$ cat config.mk
export PLATFORM = sky130hd
export DESIGN_NAME = spbb_margin
export DESIGN_NICKNAME = d
export VERILOG_FILES = /design/src/rtl/spbb_pkg.sv /design/src/rtl/spbb_margin.sv
export SDC_FILE = /design/constraint.sdc
export NUM_CORES = 1
export LEC_CHECK = 0
export ABC_CLOCK_PERIOD_IN_PS = 11300
export BUFFER_PORTS_ARGS = -buffer_cell sky130_fd_sc_hd__buf_4
export CORE_MARGIN = 5
export CORE_UTILIZATION = 60
export DETAILED_ROUTE_END_ITERATION = 10
export GPL_TIMING_DRIVEN = 0
export PLACE_DENSITY_LB_ADDON = 0.3
export SETUP_SLACK_MARGIN = 0.4
export SKIP_CTS_REPAIR_TIMING = 1
export SLEW_MARGIN = 20
export SYNTH_ARGS = -nofsm -noshare
export SYNTH_HDL_FRONTEND = slang
export SYNTH_SLANG_ARGS = --single-unit
$ cat constraint.sdc
create_clock -name clk -period 11.3 [get_ports clk]
set_clock_uncertainty 0.1 [all_clocks]
set_input_delay 2.26 -clock clk [delete_from_list [all_inputs] [get_ports clk]]
set_output_delay 2.26 -clock clk [all_outputs]
set_load 0.02 [all_outputs]
$ cat src/rtl/spbb_pkg.sv
// spbb_pkg: shared types, constants and the saturation helper for the swept
// box builder. No dependencies; every other file of the block imports it.
package spbb_pkg;

  localparam int COORD_W    = 32;
  localparam int GAP_W      = 31;
  localparam int SCALE_W    = 16;
  localparam int SCALE_FRAC = 12;
  localparam int MODE_W     = 2;
  localparam int CFG_DATA_W = 16;
  localparam int MAX_AXES   = 3;
  // (end - start) is 33 bits signed, scale is 16 bits unsigned
  localparam int PROD_W     = COORD_W + 1 + SCALE_W;
  localparam int SUM_W      = PROD_W - SCALE_FRAC + 1;
  localparam int MARGIN_W   = 32;

  typedef logic signed [COORD_W-1:0] coord_t;

  localparam coord_t COORD_MIN = {1'b1, {(COORD_W-1){1'b0}}};
  localparam coord_t COORD_MAX = {1'b0, {(COORD_W-1){1'b1}}};

  typedef enum logic [MODE_W-1:0] {
    MM_HALF_GAP = 2'd0,
    MM_OFFSET   = 2'd1,
    MM_NONE     = 2'd2
  } margin_mode_t;

  typedef enum logic [0:0] {
    CFG_SCALE = 1'b0,
    CFG_MODE  = 1'b1
  } cfg_reg_t;

  typedef struct packed {
    coord_t             start_x;
    coord_t             start_y;
    coord_t             start_z;
    coord_t             end_x;
    coord_t             end_y;
    coord_t             end_z;
    logic [GAP_W-1:0]   gap_width;
    logic [GAP_W-1:0]   contact_offset;
    logic               mask_active;
    logic               last_vertex;
  } vtx_t;

  typedef struct packed {
    coord_t box_min_x;
    coord_t box_min_y;
    coord_t box_min_z;
    coord_t box_max_x;
    coord_t box_max_y;
    coord_t box_max_z;
    logic   box_active;
  } box_t;

  // stage moves decided by the top level
  typedef struct packed {
    logic load2;
    logic take2;
    logic take3;
  } pipe_ctl_t;

  function automatic coord_t sat_coord(input logic signed [SUM_W-1:0] v);
    logic [SUM_W-COORD_W:0] hi_bits;
    hi_bits = v[SUM_W-1:COORD_W-1];
    if ((&hi_bits) || !(|hi_bits)) begin
      return v[COORD_W-1:0];
    end else if (v[SUM_W-1]) begin
      return COORD_MIN;
    end else begin
      return COORD_MAX;
    end
  endfunction

endpackage

$ cat src/rtl/spbb_margin.sv
// spbb_margin: result register; widens the held bounds by the margin with
// saturation. Depends on spbb_pkg.
module spbb_margin import spbb_pkg::*; #(
  parameter int AXES = 3
) (
  input  logic                clk,
  input  pipe_ctl_t           ctl,
  input  coord_t              bnd_lo [AXES],
  input  coord_t              bnd_hi [AXES],
  input  logic [MARGIN_W-1:0] margin,
  input  logic                mask,
  output box_t                box_r
);

  coord_t lo_v [MAX_AXES];
  coord_t hi_v [MAX_AXES];
  logic signed [SUM_W-1:0] margin_ext;

  assign margin_ext = SUM_W'($signed({1'b0, margin}));

  for (genvar a = 0; a < MAX_AXES; a++) begin : g_axis
    if (a < AXES) begin : g_used
      assign lo_v[a] = sat_coord(SUM_W'(bnd_lo[a]) - margin_ext);
      assign hi_v[a] = sat_coord(SUM_W'(bnd_hi[a]) + margin_ext);
    end else begin : g_unused
      assign lo_v[a] = '0;
      assign hi_v[a] = '0;
    end
  end

  always_ff @(posedge clk) begin
    if (ctl.take3) begin
      box_r.box_min_x  <= lo_v[0];
      box_r.box_min_y  <= lo_v[1];
      box_r.box_min_z  <= lo_v[2];
      box_r.box_max_x  <= hi_v[0];
      box_r.box_max_y  <= hi_v[1];
      box_r.box_max_z  <= hi_v[2];
      box_r.box_active <= mask;
    end
  end

endmodule

**Word-level counts from Yosys, hierarchy flattened**

Index checks and enable logic that the tools add are counted.

- Flip-flop bits (word level): 193
- Word-level logic and storage cells: 49

- Add/sub/neg operators: 6
- Multiplexer cells: 12
- Reductions and logical operators: 24

Operators by type and width:

| cell | number |
|---|---|
| 32-bit two-way mux | 12 |
| 32-bit by 33-bit adder with 34-bit output | 3 |
| 32-bit by 33-bit subtractor with 34-bit output | 3 |
| 7-bit AND reduction | 6 |
| 7-bit OR reduction | 6 |
| 1-bit zero test | 6 |
| 1-bit logical OR | 6 |

**Depth between registers and ports, before layout**

- Depth after elaboration: 5
- Mapped depth: 16
- Depth with buffers taken out: 14

**Worst setup path after synthesis**

No wires, ideal clock.

- Kind: input to register
- Start: input margin[1]
- End: register box_r[169] (netlist name) (data pin)
- Setup time: 254 ps
- Arrival time: 5,108 ps
- Required time: 10,946 ps
- Setup slack: 5,838 ps
- Stages on the path: 13
- Buffers on the path: 2
- Cells stage by stage: inv_1 fa_1 a211o_1 a2111o_1 a41oi_2 o31a_2 o21ai_2 a311oi_2 xnor2_1 o21ai_2 buf_6 buf_6 o21a_1

RTL lines:

| what | RTL line | text |
|---|---|---|
| from (decl) | spbb_margin.sv:10 | `input logic [MARGIN_W-1:0] margin,` |
| to (decl) | spbb_margin.sv:12 | `output box_t box_r` |

==> results.cfg <==
[status]
status = completed

[yosys]
synth_fa_ha_area_share_pct = 15.04
synth_cell_types = 77
synthFlopType = edfxtp_1
ys_ff_latch = 193
async_flop_share_pct = 0
synth-compound-area-share_pct = 28.37
synthCells = 1877
avgSynthCellArea_um2 = 9.200
synth_xor_area_share_pct = 8.622
yosys_warnings = 0
synth.net_count = 2310
synthesis.area_um2 = 17270
synth_edf_count = 193
synth_top_family_by_area = compound AO/OA/AOI/OAI gates
synth-simple-area-share_pct = 10.74
muxShareOfSynthArea_pct = 0
yosysSeqAreaShare_pct = 33.56

[layout]
multi_input_area_um2 = 10840
layoutNonFillerInstCount = 2713
num_antenna_cells = 0
fin_area_um2 = 21480
final_util_pct = 75.25
drive_above_1_share_pct = 21.17
syn_to_final_growth_pct = 24.40
regArea_um2 = 5796
top_register = box_r
largest_reg_flops = 193
reg_top3 = box_r x193
fillerInstances = 2019
nNetsFinal = 2749

[drt]
avgViaCountPerCell = 6.204
num_vias = 16830
drc = 0
drt_iter0_drc = 1510
first_pass_iters = 6
wl_mm = 57.41
drtAntennaViolNets = 0
detail_route.wl_per_cell_um = 21.16

[cts]
tritoncts = built
h-tree-depth = 4
clock-sinks = 193
cts_buffers = 17
cts_buffer_depth = 2
clockRootBuffer = clkbuf_16
clkTransAtPathRegs_ns = 0.07

[worst_setup_path]
worstPathCellList = buf_4 > inv_1 > ha_1 > nor2b_1 > o31a_1 > o2111ai_1 > a21oi_1 > nor3_1 > o21ai_1 > a31o_2 > a21oi_1 > o21bai_1 > clkbuf_1 > a21oi_1
slowest_stage = clkbuf_1
cpMostUsedCell = a21oi_1
arrival_ns = 6.42
cp_max_fo = 10
critPathKind = input port to flip-flop
setup.worst_path.start_class = input port
cp-end-kind = flip-flop
critPathTopFamily = compound AO/OA/AOI/OAI gates
max_stage_delay_ns = 0.50
crit_start = margin[1]
required_ns = 11.36
worst-path-buf-inv = 3

[sta]
finalSetupViolCount = 0
period_share_pct = 56.34
whs_ns = 1.889
finalHoldViolations = 0
rsz0062_at_grt = false
setup_slack_ns = 4.933
tns_ns = 0
maxSlewViolCount = 0
fin_crit_ns = 6.367
maxClockFrequency_mhz = 157.1
worst_slew_pin_slew_ns = 0.8304
max_slew_margin_pct = 44.05

[power_and_ir_drop]
irDropWorstVdd_mv = 0.07977
p_seq_share_pct = 34.9
finalPower_mw = 2.901
power_frac_clock_pct = 20.4
netSwitchingFraction_pct = 38.47
power.leakage_nw = 9.753
p_comb_share_pct = 44.7
intPower_mw = 1.785
power_switching_mw = 1.116
power_density_nw_per_um2 = 135.0

[min_path]
hp-start = mask
hold_path.class = input port to flip-flop

[floorplanning]
start_util_pct = 60.49
io-pin-count = 422
die-height_um = 179.7
die_x_um = 179.7
design.core.area_um2 = 28550
die-area_um2 = 32270
rows = 62

[placed_design]
place_inst = 2681
dpl-instance-area_um2 = 20930
gp_congestion = 0.9461
io_buffers = 419
pre_cts_ws_ns = 4.677
hpwl_mm = 47.81

[grt]
grt_pass1_wl_mm = 87.71
grt_pass1_vias = 16910
grt_max_degree = 107
grt_use_total_pct = 34.04
antenna_found_initial = 1
gr-total-overflow = 0

[flow_run]
cap_violations = 0
==> final timing paths <==
kind / end / cells after the start
setup / recovery: box_r[117] / 14
hold / removal: box_r[0] / 1
==> routing by layer <==
layer | wire length (µm) | global-route usage (%)
met5 | 7 | 0
met4 | 3090 | 16.18
met3 | 5314 | 9.196
met1 | 20420 | 36.70
met2 | 28580 | 61.84
==> cells by family after synthesis <==
logic type	count (synthesis)
fa+ha+maj	204
flops	193
xor+xnor	170
simple gates	380
buf+inv	156
compound gates	774
==> synth_stat cells, types with 12 or more instances <==
| library cell | count | area share, % |
|---|---|---|
| nand4_1 | 20 | 0.72 |
| edfxtp_1 | 193 | 34 |
| xor2_1 | 72 | 3.7 |
| nor3_1 | 22 | 0.64 |
| o21ai_0 | 223 | 6.5 |
| nand3_1 | 39 | 1.1 |
| o31ai_1 | 14 | 0.61 |
| xnor2_1 | 98 | 5.0 |
| a211oi_1 | 20 | 0.87 |
| nand2_1 | 110 | 2.4 |
| o211ai_1 | 20 | 0.87 |
| nand2b_1 | 21 | 0.76 |
| nor2b_1 | 12 | 0.43 |
| o21a_1 | 29 | 1.3 |
| and2_1 | 16 | 0.58 |
| inv_1 | 95 | 2.1 |
| clkbuf_1 | 45 | 0.98 |
| nor2_1 | 85 | 1.8 |
| a31oi_1 | 20 | 0.72 |
| and3_1 | 19 | 0.69 |
| o21bai_1 | 24 | 1.0 |
| a21o_1 | 137 | 6.0 |
| ha_1 | 198 | 14 |
| a21boi_0 | 12 | 0.52 |
| a21oi_1 | 195 | 5.7 |
==> power groups by stage <==
| stage | Sequential (mW) | Combinational, mW | Clock, mW |
|---|---|---|---|
| 3_3_place_gp | 1.02 | 1.25 | 0 |
| 2_1_floorplan | 1.18 | 0.631 | 0 |
| 6_report | 1.01 | 1.30 | 0.593 |
| 5_1_grt | 1.02 | 1.39 | 0.631 |
| 4_1_cts | 1.01 | 1.28 | 0.589 |
| 3_5_place_dp | 1.03 | 1.28 | 0 |
==> final cells by class <==
cell class,instances,share of cell area [%]
inverters,95,1.660
clock inverters,15,0.5941
flip-flops and latches,193,26.98
plain buffers,61,1.287
well taps,384,2.236
repair buffers,420,14.80
multi-input cells,1528,50.46
clock buffers,17,1.980
==> cells in the final DEF (no fill, tap or decap), types with 17 or more instances in the layout <==
master / n
nor3_1: 22
edfxtp_1: 193
and3_1: 19
clkbuf_1: 45
o21ai_0: 223
nand4_1: 20
nand2b_1: 21
xnor2_1: 98
nor2_1: 85
inv_1: 95
a211oi_1: 20
a21oi_1: 195
ha_1: 198
o211ai_1: 20
nand2_1: 110
a31oi_1: 20
buf_4: 419
clkbuf_16: 17
xor2_1: 72
nand3_1: 39
a21o_1: 137
o21a_1: 29
o21bai_1: 24
Power figures use the tool's default switching activity.
