===== src/rtl/spbb_pkg.sv =====
// spbb_pkg: shared types, constants and the saturation helper for the swept
// box builder. No dependencies; every other file of the block imports it.
package spbb_pkg;

  localparam int COORD_W    = 32;
  localparam int GAP_W      = 31;
  localparam int SCALE_W    = 16;
  localparam int SCALE_FRAC = 12;
  localparam int MODE_W     = 2;
  localparam int CFG_DATA_W = 16;
  localparam int MAX_AXES   = 3;
  // (end - start) is 33 bits signed, scale is 16 bits unsigned
  localparam int PROD_W     = COORD_W + 1 + SCALE_W;
  localparam int SUM_W      = PROD_W - SCALE_FRAC + 1;
  localparam int MARGIN_W   = 32;

  typedef logic signed [COORD_W-1:0] coord_t;

  localparam coord_t COORD_MIN = {1'b1, {(COORD_W-1){1'b0}}};
  localparam coord_t COORD_MAX = {1'b0, {(COORD_W-1){1'b1}}};

  typedef enum logic [MODE_W-1:0] {
    MM_HALF_GAP = 2'd0,
    MM_OFFSET   = 2'd1,
    MM_NONE     = 2'd2
  } margin_mode_t;

  typedef enum logic [0:0] {
    CFG_SCALE = 1'b0,
    CFG_MODE  = 1'b1
  } cfg_reg_t;

  typedef struct packed {
    coord_t             start_x;
    coord_t             start_y;
    coord_t             start_z;
    coord_t             end_x;
    coord_t             end_y;
    coord_t             end_z;
    logic [GAP_W-1:0]   gap_width;
    logic [GAP_W-1:0]   contact_offset;
    logic               mask_active;
    logic               last_vertex;
  } vtx_t;

  typedef struct packed {
    coord_t box_min_x;
    coord_t box_min_y;
    coord_t box_min_z;
    coord_t box_max_x;
    coord_t box_max_y;
    coord_t box_max_z;
    logic   box_active;
  } box_t;

  // stage moves decided by the top level
  typedef struct packed {
    logic load2;
    logic take2;
    logic take3;
  } pipe_ctl_t;

  function automatic coord_t sat_coord(input logic signed [SUM_W-1:0] v);
    logic [SUM_W-COORD_W:0] hi_bits;
    hi_bits = v[SUM_W-1:COORD_W-1];
    if ((&hi_bits) || !(|hi_bits)) begin
      return v[COORD_W-1:0];
    end else if (v[SUM_W-1]) begin
      return COORD_MIN;
    end else begin
      return COORD_MAX;
    end
  endfunction

endpackage


===== src/rtl/spbb_bound.sv =====
// spbb_bound: extrapolated point, per-axis running min/max over a primitive,
// and the held bounds of a finished primitive. Depends on spbb_pkg.
module spbb_bound import spbb_pkg::*; #(
  parameter int AXES = 3
) (
  input  logic                     clk,
  input  logic                     rst_n,
  input  pipe_ctl_t                ctl,
  input  coord_t                   s2_start [AXES],
  input  logic signed [PROD_W-1:0] s2_prod [AXES],
  input  logic [MARGIN_W-1:0]      s2_margin,
  input  logic                     s2_mask,
  input  logic                     s2_last,
  output coord_t                   bnd_lo_r [AXES],
  output coord_t                   bnd_hi_r [AXES],
  output logic [MARGIN_W-1:0]      bnd_margin_r,
  output logic                     bnd_mask_r
);

  logic prim_start_r;
  logic load3;

  assign load3 = ctl.take2 && s2_last;

  for (genvar a = 0; a < AXES; a++) begin : g_axis
    logic signed [SUM_W-COORD_W-1+COORD_W-1:0] q;
    logic signed [SUM_W-1:0]  sum;
    coord_t                   z;
    coord_t                   lo;
    coord_t                   hi;
    coord_t                   lo_nxt;
    coord_t                   hi_nxt;
    coord_t                   run_lo_r;
    coord_t                   run_hi_r;

    // arithmetic shift is the floor divide by 2^SCALE_FRAC
    assign q   = $signed(s2_prod[a][PROD_W-1:SCALE_FRAC]);
    assign sum = SUM_W'(s2_start[a]) + SUM_W'(q);
    assign z   = sat_coord(sum);
    assign lo  = (s2_start[a] < z) ? s2_start[a] : z;
    assign hi  = (s2_start[a] > z) ? s2_start[a] : z;

    assign lo_nxt = (prim_start_r || lo < run_lo_r) ? lo : run_lo_r;
    assign hi_nxt = (prim_start_r || hi > run_hi_r) ? hi : run_hi_r;

    always_ff @(posedge clk) begin
      if (!rst_n) begin
        run_lo_r <= '0;
        run_hi_r <= '0;
      end else if (ctl.take2) begin
        run_lo_r <= lo_nxt;
        run_hi_r <= hi_nxt;
      end
    end

    always_ff @(posedge clk) begin
      if (load3) begin
        bnd_lo_r[a] <= lo_nxt;
        bnd_hi_r[a] <= hi_nxt;
      end
    end
  end

  always_ff @(posedge clk) begin
    if (!rst_n) begin
      prim_start_r <= 1'b1;
    end else if (ctl.take2) begin
      prim_start_r <= s2_last;
    end
  end

  always_ff @(posedge clk) begin
    if (load3) begin
      bnd_margin_r <= s2_margin;
      bnd_mask_r   <= s2_mask;
    end
  end

endmodule


===== config.mk =====
export PLATFORM = sky130hd
export DESIGN_NAME = spbb_bound
export DESIGN_NICKNAME = d
export VERILOG_FILES = /design/src/rtl/spbb_pkg.sv /design/src/rtl/spbb_bound.sv
export SDC_FILE = /design/constraint.sdc
export NUM_CORES = 2
export LEC_CHECK = 0
export ABC_CLOCK_PERIOD_IN_PS = 9500
export BUFFER_PORTS_ARGS = -buffer_cell sky130_fd_sc_hd__buf_2
export CAP_MARGIN = 20
export CORE_ASPECT_RATIO = 0.75
export CORE_MARGIN = 2
export CORE_UTILIZATION = 53
export DETAILED_ROUTE_END_ITERATION = 6
export PLACE_DENSITY_LB_ADDON = 0.2
export SLEW_MARGIN = 20
export SYNTH_ARGS = -nofsm -noshare
export SYNTH_HDL_FRONTEND = slang
export SYNTH_SLANG_ARGS = --single-unit

===== constraint.sdc =====
create_clock -name clk -period 9.5 [get_ports clk]
set_clock_uncertainty 0.15 [all_clocks]
set_input_delay 0.95 -clock clk [delete_from_list [all_inputs] [get_ports clk]]
set_output_delay 0.95 -clock clk [all_outputs]
set_load 0.005 [all_outputs]

## Word level (Yosys, flattened, before mapping)

Index checks and enable logic that the tools add are counted.

| word-level totals | value |
|---|---|
| register bits after elaboration | 418 |
| input bits | 282 |
| output and inout bits | 225 |
| logic and storage cells | 67 |

| cells by class | value |
|---|---|
| $add $sub $neg | 3 |
| $lt $le $gt $ge | 12 |
| mux-type cells | 18 |
| reductions and logical operators | 19 |

Operators with widths:

| kind | count |
|---|---|
| $mux 32 | 18 |
| $gt 32x32->1 | 6 |
| $lt 32x32->1 | 6 |
| $add 32x37->38 | 3 |
| $reduce_and 7->1 | 3 |
| $reduce_or 7->1 | 3 |
| $logic_or 1x1->1 | 9 |
| $logic_not 1->1 | 3 |
| $logic_and 1x1->1 | 1 |

## Depth between registers and ports, before layout

| logic depth | value |
|---|---|
| depth in word-level cells | 10 |
| gate-level depth with buffers | 49 |
| gate-level depth less buffers | 40 |

## Least setup slack after synthesis

OpenSTA, ideal clock, no wires.

| timing | value |
|---|---|
| path type | input -> register |
| start | input s2_start[64] (netlist name) |
| end | register bnd_hi_r[65] (netlist name) (data pin) |
| library setup time | 260 ps |
| arrival | 9808 ps |
| data required time | 9090 ps |
| slack | -717 ps |
| stages on the path | 41 |
| buffers on the path | 6 |
| path through | ha_1 inv_1 fa_1 nor2b_1 o211ai_1 a2111oi_1 o21ai_0 and2_0 clkbuf_1 o211ai_1 nand3_1 nor4_1 or2_2 clkbuf_1 buf_2 a21oi_1 ha_1 o21a_1 [... 5 more ...] o31ai_1 inv_1 nor2_1 buf_2 buf_2 a21oi_1 ha_1 o21a_1 o21a_1 o21a_1 o21a_1 o211ai_1 a21oi_1 or4_1 or4b_1 a31oi_1 clkbuf_1 mux2_2 |

| between the ends | value |
|---|---|
| cells in the longest elaborated chain, start to end | 10 |

Ends and longest elaborated chain:

| element | RTL line | text |
|---|---|---|
| from (decl) | spbb_bound.sv:9 | `input coord_t s2_start [AXES],` |
| $add 32x37->38 | spbb_bound.sv:38 | `assign sum = SUM_W'(s2_start[a]) + SUM_W'(q);` |
| $reduce_or 7->1 | spbb_pkg.sv:66 | `if ((&hi_bits) \|\| !(\|hi_bits)) begin` |
| $logic_not 1->1 | spbb_pkg.sv:66 |  |
| $logic_or 1x1->1 | spbb_pkg.sv:66 |  |
| $mux 32 | spbb_pkg.sv:66 |  |
| $gt 32x32->1 | spbb_bound.sv:41 | `assign hi = (s2_start[a] > z) ? s2_start[a] : z;` |
| $mux 32 * | spbb_bound.sv:41 |  |
| $gt 32x32->1 | spbb_bound.sv:44 | `assign hi_nxt = (prim_start_r \|\| hi > run_hi_r) ? hi : run_hi_r;` |
| $logic_or 1x1->1 | spbb_bound.sv:44 |  |
| $mux 32 * | spbb_bound.sv:44 |  |
| net g_axis[0].hi_nxt[1] | spbb_bound.sv:32 | `coord_t hi_nxt;` |
| to (signal, indexed assignment) | spbb_bound.sv:59 | `bnd_hi_r[a] <= hi_nxt;` |
| to (decl) | spbb_bound.sv:15 | `output coord_t bnd_hi_r [AXES],` |

The timed path passes the listed nets; every way through them passes the cells marked *.
A chain may end at the register's enable or synchronous reset.

## Final worst setup path

| timing | value |
|---|---|
| start | input s2_start[64] (netlist name) |
| end | register bnd_hi_r[86] (netlist name) (data pin) |

The elaborated chain is that of the path after synthesis.

==> flow_metrics.tcl <==
set metrics [dict create \
    outcome "finished, final reports clean" \
    worstHoldStart "g_axis[2].run_hi_r[26]" \
    fmax_mhz 106 \
    wl_met2_mm 48.4 \
    holdCritPathClass "flop to flop" \
    cts_buffers 43 \
    cpMostUsedCell "o21a_1" \
    clk_pin_slew_worst_paths_ns 0.06 \
    switchingPower_mw 3.38 \
    ant_nets 0 \
    drt_pre_antenna_iters 6 \
    r2r_setup_slack_ns 5.29 \
    clk_path_buf_depth 3 \
    syn-instance-count 3877 \
    worst_pin_slew_ns 1.05 \
    reg2reg_to "bnd_hi_r[86]" \
    swShare_pct 37.7 \
    cts-root-buf "clkbuf_16" \
    pwr-share-comb_pct 53.2 \
    routed_wl_mm 113 \
    io_buffers 468 \
    vdd_drop_max_mv 0.193 \
    met1Wirelength_mm 50.2 \
    startpoint "s2_start[64]" \
    reg2reg_depth 15 \
    cpMaxStageDelayCell "or4b_4" \
    drtIter0Drc 3089 \
    core_um2 61900 \
    die_x_um 293 \
    hold_violations 0 \
    grt_use_total_pct 32.5 \
    cts_tree "done" \
    cp.arrival_ns 9.65 \
    overflow 0 \
    drv_slew 0 \
    drive_gt1_share_pct 33.3 \
    dp_hpwl_mm 86.8 \
    avgSynthCellArea_um2 8.54 \
    syn-num-nets 4558 \
    crit_path_end_kind "flop" \
    worstSetupPathType "input pin to flop" \
    hold_buffers 0 \
    io-pin-count 507 \
    vias_per_cell 5.79 \
    insertion_delay_ns 0.60 \
    start_util_pct 53.5 \
    power.internal_mw 5.60 \
    holdPathEnd "g_axis[2].run_hi_r[26]" \
    seqPwrFrac_pct 27.1 \
    clock-sinks 418 \
    wl_met3_mm 10.5 \
    fillers 4810 \
    yosysTopAreaCell "edfxtp_1" \
    ys_warn_count 0 \
    die_area_um2 64500 \
    num_antenna_cells 0 \
    leakage_nw 20.1 \
    netlist_area_um2 33100 \
    rows 79 \
    gp_congestion 1.01 \
    synthDominantCellAreaShare_pct 20.4 \
    top_layer_used "met5" \
    finalCritPeriodShare_pct 99.6 \
    cap_viol_max_count 0 \
    rsz0062_at_grt "true" \
    clockPowerShare_pct 19.7 \
    yosysUniqueCellTypes 98 \
    maxSlewHeadroom_pct 29.9 \
    layout_min_cycle_time_ns 9.46 \
    mostFrequentLayoutCells "buf_4 (783), buf_2 (467), nand2_1 (461), ha_1 (393), a21oi_1 (349)" \
    power_mw 8.98 \
    reg2reg_from "g_axis[0].run_hi_r[1]" \
    antenna_found_initial 4 \
    h-tree-depth 2 \
    cp_max_fo 6 \
    synth-edff-count 225 \
    cp_top_family "compound AO/OA/AOI/OAI gates" \
    hold_depth 2 \
    route.detailed.drc 0 \
    critPathBufInv 8 \
    vias 34000 \
    synth_ff_type "edfxtp_1" \
    synthArstFlopShare_pct 0 \
    grt_pass1_wl_mm 167 \
    grt_pass1_vias 31300 \
    final_common_cell "buf_4" \
    required_ns 9.69 \
    grt_max_degree 151 \
    critPathMaxStageDelay_ns 0.56 \
    synth_area_leaders "edfxtp_1 (20%), ha_1 (15%), dfxtp_1 (12%)" \
    setup_viol 0 \
    final_nets 5715 \
    areaGrowthSynthToFinish_pct 35.0 \
    wl_per_cell_um 19.2 \
    power_density_nw_per_um2 201 \
    synth-seq-area-share_pct 32.1 \
    startpoint_type "input pin" \
    hold_slack_ns 0.306 \
    die_y_um 220 \
    synth_seq_cells 418 \
]
## worst max path at each step
stage,depth (start not counted),end,slack (ns)
5_1_grt,43,g_axis[0].run_hi_r[31],-0.26
6_report,42,bnd_hi_r[86],0.04
3_5_place_dp,41,g_axis[0].run_hi_r[31],-0.79
3_3_place_gp,41,bnd_lo_r[91],-0.61
4_1_cts,40,bnd_lo_r[10],0.007
2_1_floorplan,43,g_axis[0].run_hi_r[10],0.02
## power groups by stage
stage               clock, mW  combinational, mW  sequential (mW)
global placement            0               4.32             2.45
global route             1.87               5.22             2.45
floorplan                   0               2.52             2.43
detailed placement          0               4.43             2.46
finish                   1.77               4.78             2.43
CTS                      1.80               4.47             2.42
## cell type report
type | instances | area [um^2] | share of cell area (%)
Clock buffer | 55 | 1140 | 2.55
Clock inverter | 25 | 302 | 0.675
Inverter | 282 | 1060 | 2.37
Sequential cell | 418 | 10600 | 23.8
Multi-Input combinational cell | 2980 | 21300 | 47.6
Tap cell | 810 | 1010 | 2.27
Timing Repair Buffer | 1309 | 9270 | 20.8
## repair_timing
item	4_1_cts	5_1_grt
cloned	0	12
buffers inserted	0	38
resized for setup	4	145
setup endpoints to repair	125	384
pin swaps	2	52
## worst register-to-register path: stages (launching register included)
cell       delay, ns
dfxtp_1         0.36
inv_1           0.06
ha_1            0.28
nor2b_1         0.14
o21a_1          0.17
o21a_1          0.17
o21a_1          0.16
o21a_1          0.16
o211ai_1        0.28
a21oi_4         0.10
or4_4           0.43
or4b_4          0.56
a31oi_4         0.26
buf_6           0.17
clkbuf_16       0.16
mux2_2          0.35
## cells by family (layout without fill, tap and decap cells)
| kind of cell | Yosys count | in the layout | synth area share (%) |
|---|---|---|---|
| simple gates | 1131 | 1131 | 15.6 |
| buf+inv | 479 | 1671 | 5.74 |
| xor+xnor | 92 | 92 | 2.46 |
| mux | 210 | 210 | 7.31 |
| flops | 418 | 418 | 32.1 |
| fa+ha+maj | 399 | 399 | 15.2 |
| compound gates | 1148 | 1148 | 21.6 |
## cells in the mapped netlist (49+ instances only)
| library cell | n |
|---|---|
| o21a_1 | 68 |
| edfxtp_1 | 225 |
| a21oi_1 | 365 |
| nand2_1 | 463 |
| o31ai_1 | 49 |
| dfxtp_1 | 193 |
| inv_1 | 277 |
| nand3_1 | 99 |
| ha_1 | 396 |
| mux2_2 | 134 |
| clkbuf_1 | 141 |
| o21ai_0 | 319 |
| nor2_1 | 268 |
| xnor2_1 | 57 |
| nand4_1 | 115 |
| a21o_1 | 107 |
## sequential cells by signal, indices dropped and copies added (netlist names)
register,count
bnd_lo_r,96
bnd_mask_r,1
bnd_margin_r,32
bnd_hi_r,96
prim_start_r,1
g_axis.run_hi_r,96
g_axis.run_lo_r,96
## metal layers
layer | track usage, % | vias to the layer above
met1 | 46.1 | 15900
met5 | 0 | -
li1 | - | 16500
met4 | 9.93 | 6
met3 | 6.83 | 215
met2 | 49.9 | 1421
## stage by stage
| step | instances | setup TNS [ns] | utilization (%) | cell area [um^2] | setup slack, ns |
|---|---|---|---|---|---|
| finish | 5879 | 0 | 72.2 | 44700 | 0.0396 |
| global route | 5879 | -22.83 | 72.2 | 44700 | -0.256 |
| CTS | 5830 | 0 | 70.4 | 43500 | 0.00697 |
| detailed placement | 5750 | -167.08 | 68.0 | 42100 | -0.791 |
| global placement | 5750 | -137.50 | 68.0 | 42100 | -0.610 |
| floorplan | 3877 | 0 | - | 33200 | 0.0165 |
No activity file was read; power rests on OpenSTA's default activity.
